===== src/hw/rtl/sst_pkg.sv =====
`timescale 1ns / 1ps
// Shared types and constants for the scoped symbol table.
// Used by sst_cell, sst_ctrl and scoped_symbol_table_top; depends on nothing.
package sst_pkg;

   localparam int DEF_TABLE_DEPTH = 256;
   localparam int DEF_KEY_WIDTH   = 32;
   localparam int DEF_MAX_LEVEL   = 255;

   localparam int REQ_TYPE_W = 2;
   localparam int KEY_FIELD_W = 32;
   localparam int VALUE_W = 64;
   localparam int STATUS_W = 3;

   localparam logic [REQ_TYPE_W-1:0] REQ_BIND = 2'd0;
   localparam logic [REQ_TYPE_W-1:0] REQ_GET  = 2'd1;
   localparam logic [REQ_TYPE_W-1:0] REQ_PUSH = 2'd2;
   localparam logic [REQ_TYPE_W-1:0] REQ_POP  = 2'd3;

   localparam logic [STATUS_W-1:0] STATUS_OK      = 3'd0;
   localparam logic [STATUS_W-1:0] STATUS_DUP     = 3'd1;
   localparam logic [STATUS_W-1:0] STATUS_MISSING = 3'd2;
   localparam logic [STATUS_W-1:0] STATUS_FULL    = 3'd3;
   localparam logic [STATUS_W-1:0] STATUS_LEVEL   = 3'd4;

   typedef enum logic [1:0] {
      ST_IDLE,
      ST_SCAN,
      ST_POP
   } sst_state_type;

   // Per-cycle command broadcast to every cell of the chain.
   typedef struct packed {
      logic load;       // capture own compare result into the probe
      logic bind_mode;  // compare only entries at or above the current level
      logic step;       // probe moves one cell towards the head
      logic shift_in;   // every entry moves one cell away from the head
      logic shift_out;  // every entry moves one cell towards the head
   } sst_cell_cmd_type;

endpackage


===== src/hw/rtl/sst_cell.sv =====
`timescale 1ns / 1ps
// One cell of the binding chain: holds one entry and one stage of the search probe.
// Depends on sst_pkg.
module sst_cell #(
   parameter int INDEX   = 0,
   parameter int KEY_W   = 32,
   parameter int LEVEL_W = 8,
   parameter int COUNT_W = 9
) (
   input  logic                        clock,
   input  sst_pkg::sst_cell_cmd_type   cmd,
   input  logic [COUNT_W-1:0]          count,
   input  logic [KEY_W-1:0]            match_key,
   input  logic [LEVEL_W-1:0]          cur_level,
   input  logic [KEY_W-1:0]            newer_key,
   input  logic [sst_pkg::VALUE_W-1:0] newer_value,
   input  logic [LEVEL_W-1:0]          newer_level,
   input  logic [KEY_W-1:0]            older_key,
   input  logic [sst_pkg::VALUE_W-1:0] older_value,
   input  logic [LEVEL_W-1:0]          older_level,
   input  logic                        older_found,
   input  logic [sst_pkg::VALUE_W-1:0] older_pval,
   output logic [KEY_W-1:0]            key_o,
   output logic [sst_pkg::VALUE_W-1:0] value_o,
   output logic [LEVEL_W-1:0]          level_o,
   output logic                        found_o,
   output logic [sst_pkg::VALUE_W-1:0] pval_o
);

   logic [KEY_W-1:0]            key_ff, key_in;
   logic [sst_pkg::VALUE_W-1:0] value_ff, value_in;
   logic [LEVEL_W-1:0]          level_ff, level_in;
   logic                        found_ff, found_in;
   logic [sst_pkg::VALUE_W-1:0] pval_ff, pval_in;
   logic                        entry_valid;
   logic                        hit;

   assign entry_valid = count > COUNT_W'(INDEX);
   assign hit = entry_valid && (key_ff == match_key) &&
                (!cmd.bind_mode || (level_ff >= cur_level));

   always_comb begin
      key_in   = key_ff;
      value_in = value_ff;
      level_in = level_ff;
      if (cmd.shift_in) begin
         key_in   = newer_key;
         value_in = newer_value;
         level_in = newer_level;
      end else if (cmd.shift_out) begin
         key_in   = older_key;
         value_in = older_value;
         level_in = older_level;
      end
   end

   // Load captures own hit; on step, keep a found result or take the older cell's.
   always_comb begin
      found_in = found_ff;
      pval_in  = pval_ff;
      if (cmd.load) begin
         found_in = hit;
         pval_in  = value_ff;
      end else if (cmd.step && !found_ff) begin
         found_in = older_found;
         pval_in  = older_pval;
      end
   end

   always_ff @(posedge clock) begin
      key_ff   <= key_in;
      value_ff <= value_in;
      level_ff <= level_in;
      found_ff <= found_in;
      pval_ff  <= pval_in;
   end

   assign key_o   = key_ff;
   assign value_o = value_ff;
   assign level_o = level_ff;
   assign found_o = found_ff;
   assign pval_o  = pval_ff;

endmodule


===== config.mk =====
export PLATFORM = sky130hd
export DESIGN_NAME = sst_cell
export DESIGN_NICKNAME = d
export VERILOG_FILES = /design/src/hw/rtl/sst_pkg.sv /design/src/hw/rtl/sst_cell.sv
export SDC_FILE = /design/constraint.sdc
export NUM_CORES = 1
export LEC_CHECK = 0
export BUFFER_PORTS_ARGS = -buffer_cell sky130_fd_sc_hd__buf_2
export CAP_MARGIN = 20
export CELL_PAD_IN_SITES_DETAIL_PLACEMENT = 0
export CELL_PAD_IN_SITES_GLOBAL_PLACEMENT = 1
export CORE_AREA = 2 2 191 193
export CTS_BUF_LIST = sky130_fd_sc_hd__clkbuf_4 sky130_fd_sc_hd__clkbuf_8 sky130_fd_sc_hd__clkbuf_16
export DETAILED_ROUTE_END_ITERATION = 8
export DIE_AREA = 0 0 193 195
export HOLD_SLACK_MARGIN = 0.03
export PLACE_DENSITY_LB_ADDON = 0.1
export SYNTH_ARGS = -nofsm -noshare
export SYNTH_HDL_FRONTEND = slang
export SYNTH_SLANG_ARGS = --single-unit

===== constraint.sdc =====
create_clock -name clock -period 7.1 [get_ports clock]
set_input_delay 0.71 -clock clock [delete_from_list [all_inputs] [get_ports clock]]
set_output_delay 0.71 -clock clock [all_outputs]
set_load 0.005 [all_outputs]

==> results.cfg <==
[sta]
min_period_ns = 2.871
clock_skew_ns = 0.006394
grt_setup_unrepaired = no
hold_slack_ns = 0.5557
relSlewSlack_pct = 40.21
max_freq_mhz = 348.3
worst_slew_pin_slew_ns = 0.8969
hold_viol = 0
worst_slack_ns = 4.229
tns_ns = 0
setup_viol = 0
fin_crit_sh_pct = 40.44
slew_viol_final = 0

[critical_path]
worstPathArrival_ns = 2.93
critPathLaunchType = input port
path_class = in -> reg
end_kind = register
cp_max_fo = 61
worst_ep_required_time_ns = 7.16

[yosys]
synth_xor_area_share_pct = 3.646
yosys.area_share.simple_pct = 1.953
synth_nets = 771
ys_ff_latch = 169
synth_top_family_by_area = multiplexers
syn_area_per_cell_sq_um = 17.67
synth_area_sq_um = 7686
synth_cell_type_count = 23
synthAdderAreaFrac_pct = 1.302
synthMuxAreaShare_pct = 24.61
synth_cells = 435
synth_seq_area_share_pct = 66.03
yosys_warnings = 0
synth_compound_area_share_pct = 0.5372

[global_routing]
antenna_found_initial = 10
grt.total_usage_pct = 15.05
grt_max_degree = 62
grt_pass1_vias = 6152
grt.overflow.total = 0
grt_first_pass_wirelength_mm = 40.34

[cts]
ctsResizeCount = 0
cts_setup_buffers = 0
cts_sinks = 169
cts_tree = built
cts_hold_buffers = 0
clk_latency_ns = 0.44
numCtsBuffers = 17
root_buffer = clkbuf_16
clk_pin_slew_ns = 0.07
htreeDepth = 4
cts_buffer_depth = 2

[finish]
layout-drive-gt1-share_pct = 72.88
syn2layout_area_growth_pct = 46.64
multi_input_area_sq_um = 2474
final_cells = 1412
regArea_sq_um = 5075
fillerInstances = 3649
final_nets = 1271

[route]
dr.first_iter.drc_count = 167
met3WireLength_mm = 2.615
final_antenna_net_count = 0
drc = 0
top_layer_used = met5
avgViaCountPerCell = 4.037
wl_met1_mm = 10.13
num_vias = 5700
dr_wl_met2_mm = 14.80
wirelength_mm = 28.29
routedWlPerCell_um = 20.04
firstDrtPassIters = 4

[power_and_ir_drop]
p_per_area_nw_per_um2 = 234.2
finalPower_w = 0.002640
peakVddDrop_uv = 160.3
leakagePower_nw = 4.882

[placement]
portBuffers = 496
gp_congestion = 0.7479
place_worst_setup_slack_ns = 3.705
dp_hpwl_mm = 22.13
dp.cells = 1377

[floorplanning]
die_w_um = 193
die_h_um = 195
start_util_pct = 21.71
core_area_sq_um = 35400
top_level_ports = 497
die-area_sq_um = 37640
fp-row-count = 69

[hold_path]
min_path_type = in -> reg

[job]
cap_violations = 0

[outcome]
status = completed
-- cells by family after synthesis --
family	Yosys count
compound gates	5
xor+xnor	32
simple gates	23
fa+ha+maj	8
flops	169
mux	168
buf+inv	30
-- path summary, 6_finish.rpt --
path | slack [ns] | to | start | depth (start not counted)
hold / removal | 0.56 | key_o[30] | older_key[30] | 2
hold reg to reg | 0.57 | pval_o[61] | value_o[61] | 1
setup reg to reg | 5.02 | found_o | level_o[0] | 7
setup / recovery | 4.23 | value_o[13] | cmd[1] | 3
-- per-stage QoR --
stage,util [%],area (sq um)
floorplan,-,7686
CTS,31.79,11250
detailed placement,30.18,10680
global placement,30.18,10680
global route,31.84,11270
finish,31.84,11270
-- where the power goes --
group / switching (W) / leakage [nW] / internal (W) / total, W
Combinational: 0.000184 / 2.89 / 0.000229 / 0.000413
Sequential: 0.0000481 / 1.71 / 0.00123 / 0.00128
Clock: 0.000394 / 0.279 / 0.000552 / 0.000946
-- cell type report --
class	count	share of cell area [%]
well taps	461	5.118
flip-flops and latches	169	45.03
diodes	7	0.1554
clock buffers	19	3.908
repair buffers	500	22.34
multi-input cells	236	21.95
clock inverters	9	1.143
inverters	11	0.3663
-- state kept, by name, indices dropped and copies added (netlist names) --
signal   count
key_o       32
pval_o      64
found_o      1
value_o     64
level_o      8
-- critical path: stages --
cell and delay (ns):
buf_4 0.51, or2_4 0.70, buf_4 0.78
-- cell usage after synthesis (all sizes together) --
cell type    n  area (sq um)
xnor2       17         148.9
o21ai        1         5.000
nor3         3         15.01
a2111oi      1         15.01
nand2b       1         13.76
nor4b        1         15.01
a21o         1         7.510
a21oi        1         5.000
o32ai        1         8.760
xor2        15         131.4
nor2         2         7.510
or2          1         6.260
buf         18         102.6
clkbuf       1         3.750
nand3        1         5.000
inv         11         41.29
mux2       168          1892
nor4         6         37.54
edfxtp     169          5075
ha           8         100.1
nand4        8         50.05
-- routing by layer --
| metal | global-route usage [%] | vias up |
|---|---|---|
| li1 | - | 2697 |
| met3 | 5.859 | 36 |
| met4 | 5.668 | 6 |
| met2 | 26.95 | 272 |
| met5 | 0 | - |
| met1 | 15.76 | 2689 |
-- cells in the final DEF, fill, tap and decap left out, drive strengths merged, types with 2 or more instances in the layout --
master / synthesis / final
buf: 18 / 500
edfxtp: 169 / 169
mux2: 168 / 168
clkbuf: 1 / 19
xnor2: 17 / 17
xor2: 15 / 15
inv: 11 / 11
nand4: 8 / 8
ha: 8 / 8
diode: 0 / 7
nor4: 6 / 6
clkinv: 0 / 5
nor3: 3 / 3
bufinv: 0 / 3
nor2: 2 / 2
(Power assumes the default switching activity.)
