<file path="src/hw/rtl/sst_pkg.sv">
`timescale 1ns / 1ps
// Shared types and constants for the scoped symbol table.
// Used by sst_cell, sst_ctrl and scoped_symbol_table_top; depends on nothing.
package sst_pkg;

   localparam int DEF_TABLE_DEPTH = 256;
   localparam int DEF_KEY_WIDTH   = 32;
   localparam int DEF_MAX_LEVEL   = 255;

   localparam int REQ_TYPE_W = 2;
   localparam int KEY_FIELD_W = 32;
   localparam int VALUE_W = 64;
   localparam int STATUS_W = 3;

   localparam logic [REQ_TYPE_W-1:0] REQ_BIND = 2'd0;
   localparam logic [REQ_TYPE_W-1:0] REQ_GET  = 2'd1;
   localparam logic [REQ_TYPE_W-1:0] REQ_PUSH = 2'd2;
   localparam logic [REQ_TYPE_W-1:0] REQ_POP  = 2'd3;

   localparam logic [STATUS_W-1:0] STATUS_OK      = 3'd0;
   localparam logic [STATUS_W-1:0] STATUS_DUP     = 3'd1;
   localparam logic [STATUS_W-1:0] STATUS_MISSING = 3'd2;
   localparam logic [STATUS_W-1:0] STATUS_FULL    = 3'd3;
   localparam logic [STATUS_W-1:0] STATUS_LEVEL   = 3'd4;

   typedef enum logic [1:0] {
      ST_IDLE,
      ST_SCAN,
      ST_POP
   } sst_state_type;

   // Per-cycle command broadcast to every cell of the chain.
   typedef struct packed {
      logic load;       // capture own compare result into the probe
      logic bind_mode;  // compare only entries at or above the current level
      logic step;       // probe moves one cell towards the head
      logic shift_in;   // every entry moves one cell away from the head
      logic shift_out;  // every entry moves one cell towards the head
   } sst_cell_cmd_type;

endpackage

</file>
<file path="src/hw/rtl/sst_ctrl.sv">
`timescale 1ns / 1ps
// Request sequencer for the scoped symbol table: entry count, nesting level,
// scan and pop sequencing, and the registered response. Depends on sst_pkg.
module sst_ctrl #(
   parameter int TABLE_DEPTH = sst_pkg::DEF_TABLE_DEPTH,
   parameter int MAX_LEVEL   = sst_pkg::DEF_MAX_LEVEL,
   parameter int KEY_W       = sst_pkg::DEF_KEY_WIDTH,
   parameter int LEVEL_W     = 8,
   parameter int COUNT_W     = 9
) (
   input  logic                               clock,
   input  logic                               reset,
   input  logic                               start,
   output logic                               busy,
   input  logic [sst_pkg::REQ_TYPE_W-1:0]     req_type,
   input  logic [sst_pkg::KEY_FIELD_W-1:0]    req_key,
   input  logic [sst_pkg::VALUE_W-1:0]        req_bind_value,
   output logic                               rsp_strobe,
   output logic [sst_pkg::STATUS_W-1:0]       rsp_status,
   output logic [sst_pkg::VALUE_W-1:0]        rsp_found_value,
   input  logic                               head_found,
   input  logic [sst_pkg::VALUE_W-1:0]        head_pval,
   input  logic [LEVEL_W-1:0]                 head_level,
   output sst_pkg::sst_cell_cmd_type          cmd,
   output logic [COUNT_W-1:0]                 count,
   output logic [LEVEL_W-1:0]                 cur_level,
   output logic [KEY_W-1:0]                   match_key,
   output logic [KEY_W-1:0]                   new_key,
   output logic [sst_pkg::VALUE_W-1:0]        new_value
);

   sst_pkg::sst_state_type        state_ff, state_in;
   logic [COUNT_W-1:0]            count_ff, count_in;
   logic [LEVEL_W-1:0]            level_ff, level_in;
   logic [COUNT_W-1:0]            remain_ff, remain_in;
   logic                          bind_ff, bind_in;
   logic [KEY_W-1:0]              key_ff, key_in;
   logic [sst_pkg::VALUE_W-1:0]   value_ff, value_in;
   logic                          strobe_ff, strobe_in;
   logic [sst_pkg::STATUS_W-1:0]  status_ff, status_in;
   logic [sst_pkg::VALUE_W-1:0]   fval_ff, fval_in;

   assign match_key = req_key[KEY_W-1:0];

   always_comb begin
      state_in  = state_ff;
      count_in  = count_ff;
      level_in  = level_ff;
      remain_in = remain_ff;
      bind_in   = bind_ff;
      key_in    = key_ff;
      value_in  = value_ff;
      strobe_in = 1'b0;
      status_in = status_ff;
      fval_in   = fval_ff;
      cmd       = '0;
      case (state_ff)
         sst_pkg::ST_IDLE: begin
            if (start) begin
               case (req_type)
                  sst_pkg::REQ_BIND, sst_pkg::REQ_GET: begin
                     cmd.load      = 1'b1;
                     cmd.bind_mode = (req_type == sst_pkg::REQ_BIND);
                     bind_in       = (req_type == sst_pkg::REQ_BIND);
                     key_in        = req_key[KEY_W-1:0];
                     value_in      = req_bind_value;
                     remain_in     = (count_ff > COUNT_W'(1)) ? count_ff - COUNT_W'(1)
                                                              : '0;
                     state_in      = sst_pkg::ST_SCAN;
                  end
                  sst_pkg::REQ_PUSH: begin
                     strobe_in = 1'b1;
                     fval_in   = '0;
                     if (level_ff >= LEVEL_W'(MAX_LEVEL)) begin
                        status_in = sst_pkg::STATUS_LEVEL;
                     end else begin
                        status_in = sst_pkg::STATUS_OK;
                        level_in  = level_ff + LEVEL_W'(1);
                     end
                  end
                  sst_pkg::REQ_POP: begin
                     if (level_ff == '0) begin
                        strobe_in = 1'b1;
                        status_in = sst_pkg::STATUS_LEVEL;
                        fval_in   = '0;
                     end else begin
                        state_in = sst_pkg::ST_POP;
                     end
                  end
                  default: begin
                     state_in = sst_pkg::ST_IDLE;
                  end
               endcase
            end
         end
         sst_pkg::ST_SCAN: begin
            if (remain_ff != '0) begin
               cmd.step  = 1'b1;
               remain_in = remain_ff - COUNT_W'(1);
            end else begin
               strobe_in = 1'b1;
               fval_in   = '0;
               state_in  = sst_pkg::ST_IDLE;
               if (bind_ff) begin
                  if (head_found) begin
                     status_in = sst_pkg::STATUS_DUP;
                  end else if (count_ff == COUNT_W'(TABLE_DEPTH)) begin
                     status_in = sst_pkg::STATUS_FULL;
                  end else begin
                     status_in    = sst_pkg::STATUS_OK;
                     cmd.shift_in = 1'b1;
                     count_in     = count_ff + COUNT_W'(1);
                  end
               end else if (head_found) begin
                  status_in = sst_pkg::STATUS_OK;
                  fval_in   = head_pval;
               end else begin
                  status_in = sst_pkg::STATUS_MISSING;
               end
            end
         end
         sst_pkg::ST_POP: begin
            // drop the newest entry while it belongs to the closing scope
            if ((count_ff != '0) && (head_level >= level_ff)) begin
               cmd.shift_out = 1'b1;
               count_in      = count_ff - COUNT_W'(1);
            end else begin
               level_in  = level_ff - LEVEL_W'(1);
               strobe_in = 1'b1;
               status_in = sst_pkg::STATUS_OK;
               fval_in   = '0;
               state_in  = sst_pkg::ST_IDLE;
            end
         end
         default: begin
            state_in = sst_pkg::ST_IDLE;
         end
      endcase
   end

   always_ff @(posedge clock) begin
      if (reset) begin
         state_ff  <= sst_pkg::ST_IDLE;
         count_ff  <= '0;
         level_ff  <= '0;
         strobe_ff <= 1'b0;
      end else begin
         state_ff  <= state_in;
         count_ff  <= count_in;
         level_ff  <= level_in;
         strobe_ff <= strobe_in;
      end
   end

   always_ff @(posedge clock) begin
      remain_ff <= remain_in;
      bind_ff   <= bind_in;
      key_ff    <= key_in;
      value_ff  <= value_in;
      status_ff <= status_in;
      fval_ff   <= fval_in;
   end

   assign busy            = (state_ff != sst_pkg::ST_IDLE);
   assign rsp_strobe      = strobe_ff;
   assign rsp_status      = status_ff;
   assign rsp_found_value = fval_ff;
   assign count           = count_ff;
   assign cur_level       = level_ff;
   assign new_key         = key_ff;
   assign new_value       = value_ff;

endmodule
</file>
<file path="config.mk">
export PLATFORM = sky130hd
export DESIGN_NAME = sst_ctrl
export DESIGN_NICKNAME = d
export VERILOG_FILES = /design/src/hw/rtl/sst_pkg.sv /design/src/hw/rtl/sst_ctrl.sv
export SDC_FILE = /design/constraint.sdc
export NUM_CORES = 1
export LEC_CHECK = 0
export BUFFER_PORTS_ARGS = -buffer_cell sky130_fd_sc_hd__buf_2
export CAP_MARGIN = 5
export CORE_AREA = 2 2 153 155
export CTS_CLUSTER_DIAMETER = 120
export DETAILED_ROUTE_END_ITERATION = 16
export DIE_AREA = 0 0 155 157
export HOLD_SLACK_MARGIN = 0.12
export PLACE_DENSITY_LB_ADDON = 0.05
export SLEW_MARGIN = 40
export SYNTH_ARGS = -nofsm -noshare
export SYNTH_HDL_FRONTEND = slang
export SYNTH_SLANG_ARGS = --single-unit
</file>
<file path="constraint.sdc">
create_clock -name clock -period 17.7 [get_ports clock]
set_input_delay 1.77 -clock clock [delete_from_list [all_inputs] [get_ports clock]]
set_output_delay 1.77 -clock clock [all_outputs]
set_load 0.1 [all_outputs]
</file>
==> results of run 1 <==
[routing by layer]
layer / wire length [um] / vias up
met2: 12150 / 238
met3: 1583 / 34
li1: - / 2744
met4: 631 / 2
met1: 9092 / 2780
met5: 10 / -
[per-stage QoR]
stage          util [%]  setup WS [ps]  power (W)
6_report          47.76          12410   0.001555
3_5_place_dp      45.09          12400   0.001193
4_1_cts           47.65          12390   0.001572
2_1_floorplan         -           2915   0.001106
3_3_place_gp      44.89          12420   0.001188
5_1_grt           47.72          12290   0.001613
[where the power goes]
group / switching, W / internal [W]
sequential: 0.0000194 / 0.000571
combinational: 0.000508 / 0.0000812
clock: 0.000188 / 0.000188
[worst max-delay path: stages]
cell and delay [ps]:
buf_2 70, inv_1 40, ha_1 270, nand2b_1 140, a2111o_1 440, a31oi_2 300
nor2_1 160, buf_2 330
[state kept, by name, summed over array words and instances, names as in the netlist]
| register | flops |
|---|---|
| rsp_strobe | 1 |
| bind_ff | 1 |
| new_value | 64 |
| rsp_status | 3 |
| cur_level | 8 |
| state_ff | 2 |
| count | 9 |
| rsp_found_value | 64 |
| remain_ff | 9 |
| new_key | 32 |
[cell usage in the layout (no fill, tap or decap), types with 5 or more instances in the layout]
cell,synthesis,routed
buf_2,1,392
dfxtp_1,20,20
inv_1,21,20
nand2_1,12,12
nand4_1,6,6
ha_1,23,22
a21oi_1,16,16
o22ai_1,8,8
and2_1,64,64
xnor2_1,15,15
edfxtp_1,173,173
nand2b_1,8,8
o21ai_0,13,13
diode_2,0,8
nor2_1,33,32
nor3_1,5,5
mux2i_1,6,6
nor4_1,5,5
clkbuf_16,0,17
nand3_1,10,10
[cells by family (layout without fill, tap and decap cells)]
family,after synthesis,in the layout
other,0,8
adders and majority gates,24,24
xor gates and xnor gates,18,18
DFF,193,193
muxes,9,9
AOI/OAI and AO/OA,72,72
buffers and inverters,74,449
and+or+nand+nor,166,166
[path summary, 6_finish.rpt]
check | cells past startpoint | slack (ps) | endpoint | from
setup / recovery | 8 | 12410 | cmd[0] | head_level[0]
hold / removal | 2 | 530 | state_ff[0]$_SDFFE_PP0P_ | state_ff[0]$_SDFFE_PP0P_
setup reg to reg | 8 | 14510 | rsp_found_value[26]$_SDFFCE_PP0P_ | cur_level[5]$_SDFFE_PP0P_
hold reg to reg | 2 | 530 | state_ff[0]$_SDFFE_PP0P_ | state_ff[0]$_SDFFE_PP0P_
[layout make-up]
type,instances,area [um2]
Antenna cell,8,20.02
Multi-Input combinational cell,289,2095
Timing Repair Buffer,396,2023
Fill cell,2088,11760
Clock inverter,13,142.6
Clock buffer,19,432.9
Inverter,21,81.33
Tap cell,285,356.6
Sequential cell,193,5595
==> metrics.md, run 1 <==
| Metric | Value |
|---|---|
| Pin count of the biggest net entering global routing | 68 |
| Met1 Track Usage GR | 21.67% |
| First-pass GRT wire length | 34020 um |
| Initial antenna violation count | 8 |
| Post-CTS sizing | 0 |
| Top cell type by total area after synthesis | edfxtp_1 |
| Fin Hold WS | 527.4 ps |
| # setup viols final | 0 |
| Total GRT Usage | 18.57% |
| Synth cell count leaders | edfxtp_1 (173), and2_1 (64), buf_4 (34), nor2_1 (33), ha_1 (23) |
| Busiest metal layer after global routing | met2 |
| Met2 Resource Use GR | 32.23% |
| Synth Area in Compound Gates | 6.577% |
| CTS Buf Count | 17 |
| CTS Buffer Depth | 2 |
| Simple-gate portion of the synthesized area | 12.17% |
| # Post-CTS Setup Buffers | 0 |
| Synthesized area per cell | 14.58 um2 |
| Largest family of logic cells by synthesized area | simple AND/OR/NAND/NOR gates |
| Slew Viols, Final | 0 |
| Starting Density | 36.01% |
| Routability cong. | 0.8185 |
| Clock skew | 14.39 ps |
| Iteration-0 DRC Markers | 297 |
| Yosys cell types | 67 |
| Clk_lat worst skew | 430 ps |
| Core area | 22500 um2 |
| Final cell count without fillers | 1224 |
| Final ANT Viol Nets | 0 |
| Type of the worst setup path | primary input to primary output |
| Post-synth EDFFs | 173 |
| Die Ht | 157 um |
| Outcome | finished clean |
| Vias per Instance | 4.737 |
| CP arrival | 3520 ps |
| DP Wirelength | 18270 um |
| DRC viols | 0 |
| Netlist Area Pre-Place | 8104 um2 |
| Critical-path maximum fanout | 5 |
| Layout area overhead | 32.61% |
| WL final | 23470 um |
| Nets@finish | 1116 |
| Routed len/inst | 19.17 um |
| CP Data Required Time | 15930 ps |
| Ys flop type | edfxtp_1 |
| Hold Vio Cnt, Final | 0 |
| Cells after DPL | 1184 |
| Die area | 24340 um2 |
| I/O pins | 393 |
| Mux cell area share after synthesis | 1.158% |
| DIE WIDTH | 155 um |
| Post-synthesis adder-cell area fraction | 3.798% |
| Setup TNS | 0 ps |
| Slew @ Worst Pin | 797.9 ps |
| Total number of vias | 5798 |
| Endpoint class of the critical path | primary output |
| CTS root buf | clkbuf_16 |
| CTS Hold Bufs | 0 |
| CTS Sinks | 193 |
| Worst Hold Class | flip-flop to flip-flop |
| Main area contributors after synthesis | edfxtp_1 (64%), and2_1 (4.9%), dfxtp_1 (4.9%) |
| Gr ovfl total | 0 |
| Cell with the most instances after synthesis | edfxtp_1 |
| Fin crit period | 5292 ps |
| Worst-path clk slew | 70 ps |
| Synth warnings | 0 |
| CTS tree | done |
| Rows | 55 |
| Worst rel slew slack | 46.81% |
| Share of the synthesized area in the top cell type | 64.10% |
| Sequential fraction of the synthesis area | 69.04% |
| Peak Freq | 189.0 MHz |
| Initial DRT Pass Iterations | 4 |
| Htree depth | 4 |
| VDD IR-drop max | 0.00006459 V |
| Syn_nets | 754 |
| Post-Synth XOR/XNOR Area | 1.945% |
| CP Launch Type | primary input |
| Max-cap violations | 0 |
| Number of synthesized register bits | 193 |
| Final instance area | 10750 um2 |
| Port bufs | 392 |
| Layout cells sized above 1 | 48.12% |
| Placed cell area | 10150 um2 |
| Fin crit share | 29.90% |
| Met3 Usage GRT | 5.039% |
| Leak | 4.571 nW |
| RSZ-0062 raised after global routing | false |
| Power Density | 144.7 nW/um2 |
| Async SR Flop Fraction | 0% |
| Vias in the first global route | 5817 |
| Synthesized netlist cell count | 556 |
(Power assumes the default switching activity.)
==> run 2, diff against run 1 <==
ABC_AREA = 1   (was not set)
CORE_AREA = 2 2 152 154   (was 2 2 153 155)
DIE_AREA = 0 0 154 156   (was 0 0 155 157)
clock period = 4.6 ns   (was 17.7 ns; I/O delays follow)
==> metrics.md, run 2 <==
| Metric | Value |
|---|---|
| Hold Vio Cnt, Final | 0 (unchanged) |
| Max-cap violations | 0 (unchanged) |
| CTS tree | done (unchanged) |
| Vias per Instance | 4.439 (was 4.737) |
| Initial antenna violation count | 0 (was 8) |
| Top cell type by total area after synthesis | edfxtp_1 (unchanged) |
| Fillers | 2140 (was 2088) |
| Slew @ Worst Pin | 742.9 ps (was 797.9 ps) |
| Clk_lat worst skew | 440 ps (was 430 ps) |
| Initial DRT Pass Iterations | 4 (unchanged) |
| Fin Hold WS | 191.6 ps (was 527.4 ps) |
| Nets@finish | 1287 (was 1116) |
| Ys flop type | edfxtp_1 (unchanged) |
| Fin crit period | 2895 ps |
| Routability cong. | 0.7907 (was 0.8185) |
| Gr ovfl total | 0 (unchanged) |
| DRC viols | 0 (unchanged) |
| Netlist Area Pre-Place | 8249 um2 (was 8104 um2) |
| CTS Sinks | 193 (unchanged) |
| Port bufs | 392 (unchanged) |
| Die Ht | 156 um (was 157 um) |
| Pin count of the biggest net entering global routing | 68 (unchanged) |
| Cell with the most instances after synthesis | edfxtp_1 (unchanged) |
| Synthesized netlist cell count | 717 (was 556) |
| Commonest non-fill, non-tap cell in the layout | buf_2 (unchanged) |
| Async SR Flop Fraction | 0% (unchanged) |
| Outcome | finished clean (unchanged) |
| Layout cells sized above 1 | 41.38% (was 48.12%) |
| Endpoint class of the critical path | primary output (unchanged) |
| CTS Hold Bufs | 0 (unchanged) |
| Yosys cell types | 40 (was 67) |
| Htree depth | 4 (unchanged) |
| Fin crit share | 62.93% |
| Total number of vias | 6157 (was 5798) |
| CTS Buffer Depth | 2 (unchanged) |
| Antenna fix cells | 0 (was 8) |
| Worst Hold Class | primary input to flip-flop (was flip-flop to flip-flop) |
| Share of the synthesized area in the top cell type | 62.98% (was 64.10%) |
| Layout area overhead | 32.87% (was 32.61%) |
| Clock skew | 18.81 ps (was 14.39 ps) |
| Sequential fraction of the synthesis area | 67.83% (was 69.04%) |
| Iteration-0 DRC Markers | 381 (was 297) |
| CTS Buf Count | 17 (unchanged) |
| VDD IR-drop max | 0.0002206 V (was 0.00006459 V) |
| # Post-CTS Setup Buffers | 0 (unchanged) |
| Type of the worst setup path | flip-flop to primary output (was primary input to primary output) |
| Synth warnings | 0 (unchanged) |
| Final ANT Viol Nets | 0 (unchanged) |
| Vias in the first global route | 5784 (was 5817) |
| Final worst slack | 1705 ps (was 12410 ps) |
| Starting Density | 36.88% (was 36.01%) |
| Post-CTS sizing | 0 (unchanged) |
| Worst rel slew slack | 50.41% (was 46.81%) |
| Leak | 5.227 nW (was 4.571 nW) |
| Synthesized area per cell | 11.51 um2 (was 14.58 um2) |
| CP arrival | 2430 ps (was 3520 ps) |
| Synth cell count leaders | edfxtp_1 (173), nor2_1 (121), inv_1 (117), nand2_1 (83), nand3_1 (40) (was edfxtp_1 (173), and2_1 (64), buf_4 (34), nor2_1 (33), ha_1 (23)) |
| Most frequent cells in the layout | buf_2 (392), edfxtp_1 (173), nor2_1 (120), inv_1 (116), nand2_1 (83) (was buf_2 (392), edfxtp_1 (173), and2_1 (64), nor2_1 (32), ha_1 (22)) |
| Register area | 5595 um2 (unchanged) |
| # setup viols final | 0 (unchanged) |
| Setup TNS | 0 ps (unchanged) |
| Rows | 55 (unchanged) |
| Power Density | 557.1 nW/um2 (was 144.7 nW/um2) |
| RSZ-0062 raised after global routing | false (unchanged) |
| DIE WIDTH | 154 um (was 155 um) |
| Critical-path maximum fanout | 11 (was 5) |
| WL final | 23640 um (was 23470 um) |
| Worst-path clk slew | 90 ps (was 70 ps) |
| Post-Place Setup Slack | 1900 ps (was 12400 ps) |
| First-pass GRT wire length | 33930 um (was 34020 um) |
| Peak Freq | 345.5 MHz |
| CTS root buf | clkbuf_16 (unchanged) |
| Main area contributors after synthesis | edfxtp_1 (63%), nor2_1 (5.5%), inv_1 (5.3%) (was edfxtp_1 (64%), and2_1 (4.9%), dfxtp_1 (4.9%)) |
| Post-synth EDFFs | 173 (unchanged) |
| CP Data Required Time | 4140 ps (was 15930 ps) |
| Die area | 24020 um2 (was 24340 um2) |
| CP Launch Type | flip-flop (was primary input) |
| Number of synthesized register bits | 193 (unchanged) |
| Slew Viols, Final | 0 (unchanged) |
| Syn_nets | 915 (was 754) |
| I/O pins | 393 (unchanged) |
| Total GRT Usage | 18.90% (was 18.57%) |
| Routed len/inst | 17.05 um (was 19.17 um) |
| Core area | 22370 um2 (was 22500 um2) |
| Multi-input gate area | 1907 um2 (was 2095 um2) |
| DP Wirelength | 18610 um (was 18270 um) |
run 2: cell count changes in the layout (fill, tap and decap cells not counted), sizes merged, moves of 5 or more:
cell / before / now
nand3: 11 / 43
nand2b: 9 / 0
inv: 26 / 128
and2: 65 / 1
xor2: 3 / 9
nand2: 12 / 87
a21oi: 18 / 13
diode: 8 / 0
nor2: 34 / 131
mux2i: 6 / 0
nor4: 7 / 2
xnor2: 15 / 9
run 2: per-stage QoR:
step	cell area, um2	power [W]	std cells	utilization [%]
after floorplan	8257	0.004270	717	-
after global placement	10340	0.004687	1354	46.23
after detailed placement	10370	0.004693	1355	46.37
after CTS	10960	0.006158	1387	49.01
after global routing	10960	0.006337	1387	49.01
final	10960	0.006106	1387	49.01
run 2: cell type report:
class / instances / share of cell area [%]
clock buffer: 17 / 3.881
sequential: 193 / 51.05
multi-input combinational: 356 / 17.40
clock inverter: 15 / 1.507
inverter: 124 / 4.258
timing repair buffer: 397 / 18.65
tap: 285 / 3.253
run 2: layer usage:
metal	wire (um)	global-route usage, %
met1	9324	21.17
met2	12670	35.36
met3	1147	4.222
met4	502	6.542
met5	0	0
run 2: final timing paths:
| path | start | endpoint | slack, ps | cells past startpoint |
|---|---|---|---|---|
| worst max register to register | cur_level[1]$_SDFFE_PP0P_ | rsp_found_value[47]$_SDFFCE_PP0P_ | 1990 | 12 |
| worst min-delay path | req_bind_value[31] | new_value[31]$_DFFE_PP_ | 190 | 1 |
| worst max-delay path | cur_level[1]$_SDFFE_PP0P_ | cmd[0] | 1710 | 12 |
| worst min register to register | state_ff[0]$_SDFFE_PP0P_ | state_ff[0]$_SDFFE_PP0P_ | 510 | 2 |
run 2: kinds of logic (layout without fill, tap and decap cells):
kind of cell | after synthesis | after routing | share of synthesized area (%)
AO/OA/AOI/OAI | 43 | 43 | 3.170
XOR/XNOR | 18 | 18 | 1.911
adder cells (fa/ha/maj) | 24 | 24 | 3.731
buffers and inverters | 168 | 553 | 9.237
flip-flops | 193 | 193 | 67.83
AND/OR/NAND/NOR | 271 | 271 | 14.12
run 2: power breakdown:
part	internal, W	switching, W	total (W)
sequential	0.00219	0.0000795	0.00227
combinational	0.000352	0.00201	0.00236
clock	0.000730	0.000740	0.00147
run 2: critical path, cell delays in order, from the launching register on:
cell and delay [ps]:
dfxtp_1 400, inv_1 130, ha_1 310, nand2_1 50
nand3_1 70, nand2_1 50, nand2_1 50, nand2_1 50
nand2_1 120, nand3_1 110, buf_4 210, inv_1 50
buf_2 410
